==> config.mk <==
export PLATFORM = sky130hd
export DESIGN_NAME = tlbp_ram
export DESIGN_NICKNAME = d
export VERILOG_FILES = /design/src/rtl/core/tlbp_ram.sv
export SDC_FILE = /design/constraint.sdc
export NUM_CORES = 1
export LEC_CHECK = 0
export BUFFER_PORTS_ARGS = -buffer_cell sky130_fd_sc_hd__buf_2
export CORE_MARGIN = 4
export CORE_UTILIZATION = 48
export DETAILED_ROUTE_END_ITERATION = 8
export MAX_ROUTING_LAYER = met4
export PLACE_DENSITY = 0.67
export SLEW_MARGIN = 20
export SYNTH_ARGS = -nofsm -noshare
export SYNTH_HDL_FRONTEND = slang
export SYNTH_SLANG_ARGS = --single-unit
==> constraint.sdc <==
create_clock -name clk -period 4.1 [get_ports clk]
set_input_delay 0.82 -clock clk [delete_from_list [all_inputs] [get_ports clk]]
set_output_delay 0.82 -clock clk [all_outputs]
set_load 0.01 [all_outputs]
==> src/rtl/core/tlbp_ram.sv <==
// Generic single-port RAM with registered read.
module tlbp_ram #(
  parameter int Width = 8,
  parameter int Depth = 16
) (
  input  logic                     clk,
  input  logic                     we,
  input  logic [$clog2(Depth)-1:0] addr,
  input  logic [Width-1:0]         wdata,
  output logic [Width-1:0]         rdata
);
  logic [Width-1:0] mem [Depth];

  always_ff @(posedge clk) begin
    if (we) mem[addr] <= wdata;
    rdata <= mem[addr];
  end
endmodule

==> flow_summary.ini <==
[die]
num_rows = 37
die_area_mm2 = 0.0123
ioPinCount = 22
start_util = 0.491
die_w_um = 111
core-area_mm2 = 0.0103
die-height_um = 111

[clocking]
root_buffer = clkbuf_8
cts-buffers-inserted = 17
cts_hold_buf = 0
cts.sinks = 136
clk_pin_slew_ns = 0.06
htree_levels = 4
cts_resized = 0
cts_tree = done
clockBufferDepth = 2
worst_skew_pair.late_latency_ns = 0.51
post_cts_buffers = 0

[sta]
tns_ns = 0
tightest_slew_ns = 0.964
finalMaxSlewViolations = 0
maxSlewHeadroom = 0.355
hold_violations = 0
layout_min_cycle_time_ns = 2.39
rsz0062_at_grt = no
setup_violations = 0
fin_skew_ns = 0.00660
fmax_mhz = 419
period_share = 0.582

[setup_path]
cp_max_fo = 39
r2r_slack_ns = 2.68
r2r_end = rdata[6]
critical_path_required_ns = 4.24
slowest_delay_ns = 0.75
r2r_cells = 3
startpoint = addr[1]
worstReg2RegStart = mem[2][6]
crit_buf_inv = 1
path_class = primary input to flip-flop
path_depth = 3
start_kind = primary input
cpLargestDelayFamily = simple AND/OR/NAND/NOR gates
endpoint_kind = flip-flop
path_cells = buf_2, nand2b_1, nor2_1
crit_arrival_ns = 2.52
crit_end = mem[14][2]
worst_path_max_delay_cell = nor2_1

[drt]
avgRoutedWirePerCell_um = 22.8
drtIter0Drc = 196
antenna_left = 0
viasPerCell = 5.65
drc_errors = 0
routed_wl_um = 9500
vias = 2349
drt_pass1_iterations = 4

[worst_hold_path]
hold_path.class = flip-flop to flip-flop

[synth]
syn_inst = 230
ys_seq_elements = 136
yosys_warnings = 0
syn_area_per_cell_um2 = 22.0
ys_seq_area_frac = 0.790
syn_area_mm2 = 0.00507
synth.net_count = 244
synth_cell_types = 18

[place]
portBuffers = 21
dp_cells = 383
dp_hpwl_um = 5830
routabilityCongestion = 0.749

[power]
pwr_density_cell_mw_per_mm2 = 532
p_total_uw = 3150
vdd_drop_max_uv = 260
leakage_uw = 0.00192

[layout]
layout.nets = 280
instances_no_fill = 416
drive_gt1_frac = 0.333
syn_to_final_growth_pct = 16.8
final_core_util = 0.573

[global_routing]
first_global_vias = 2485
antenna_found_initial = 1
grt_max_degree = 40
grt.total_usage = 0.173
use_met1 = 0.223
grt-busiest-layer = met2
grt_pass1_wl_um = 14800
grt_util_met2 = 0.264
grt_util_met3 = 0.0497
grt_overflow_total = 0

[run]
max_cap_viol_count = 0

[run_status]
status = completed
## worst min path at each step
stage	start	to	slack, ns	depth (start not counted)
floorplan	mem[14][0]	rdata[0]	0.63	3
global placement	mem[14][1]	rdata[1]	0.65	3
detailed placement	mem[14][2]	rdata[2]	0.66	3
CTS	wdata[3]	mem[4][3]	0.67	1
global route	wdata[3]	mem[4][3]	0.68	1
finish	mem[14][0]	rdata[0]	0.67	3
## report_power, final
group / switching (uW) / internal, uW
logic: 82.1 / 57.0
registers: 8.11 / 1550
clock network: 564 / 882
total: 654 / 2490
## flip-flops by register name, indices dropped and copies added (netlist names)
register / cells
rdata: 8
mem: 128
## cells in the mapped netlist
library cell,count,area share
nor2b_1,2,0.0025
nand3_1,1,0.00099
nor2_1,13,0.0096
nor3_1,4,0.0040
buf_1,4,0.0030
mux4_2,32,0.14
nand2b_1,2,0.0025
dfxtp_1,8,0.032
or3b_2,1,0.0017
and2_1,1,0.0012
clkbuf_1,2,0.0015
nand3b_1,2,0.0030
buf_6,2,0.0044
edfxtp_1,128,0.76
nand2_1,9,0.0067
clkbuf_2,1,0.00099
buf_2,2,0.0020
a22oi_1,16,0.024
## stage by stage
step	setup WS [ns]	hold slack (ns)	instance area, um2
after global placement	1.25	0.651	5340
final	1.71	0.672	5920
after detailed placement	1.17	0.662	5340
after CTS	1.72	0.667	5910
after global routing	1.52	0.681	5920
after floorplan	1.79	0.635	5070
## routing by layer
layer  vias up  wire length (um)
li1       1037                 -
met1      1238              3910
met2        69              5030
met3         5               476
met4         0                83
met5         -                 0
## worst min-delay path, stage by stage, from the launching register on
cell	delay, ns
edfxtp_1	0.31
mux4_2	0.22
a22oi_1	0.05
nand2_1	0.06
## layout by cell type (no fill, tap or decap)
master | Yosys | routed
clkinv_4 | 0 | 4
and2_1 | 1 | 1
clkbuf_16 | 0 | 16
edfxtp_1 | 128 | 128
nor2_1 | 13 | 13
nand3b_1 | 2 | 2
or3b_2 | 1 | 1
bufinv_16 | 0 | 2
nand2b_1 | 2 | 2
clkinv_2 | 0 | 2
nor2b_1 | 2 | 2
clkinvlp_4 | 0 | 5
dfxtp_1 | 8 | 8
nand3_1 | 1 | 1
nand2_1 | 9 | 9
inv_6 | 0 | 1
mux4_2 | 32 | 32
buf_4 | 0 | 7
clkbuf_8 | 0 | 2
a22oi_1 | 16 | 16
buf_2 | 2 | 21
nor3_1 | 4 | 4
diode_2 | 0 | 1
## logic make-up (layout without fill, tap and decap cells)
logic type / Yosys count / after routing / share of synthesized area
compound gates: 16 / 16 / 0.0237
buf+inv: 11 / 60 / 0.0119
flops: 136 / 136 / 0.790
mux: 32 / 32 / 0.142
other cells: 0 / 1 / 0
simple gates: 35 / 35 / 0.0321
## cell type report
| class | count | area [um2] |
|---|---|---|
| tap | 136 | 170 |
| sequential | 136 | 4000 |
| multi-input combinational | 83 | 1000 |
| clock inverter | 14 | 151 |
| timing repair buffer | 28 | 158 |
| fill | 750 | 4410 |
| antenna | 1 | 2.50 |
| clock buffer | 18 | 428 |
Note: power is estimated with default switching activity, not from simulation.
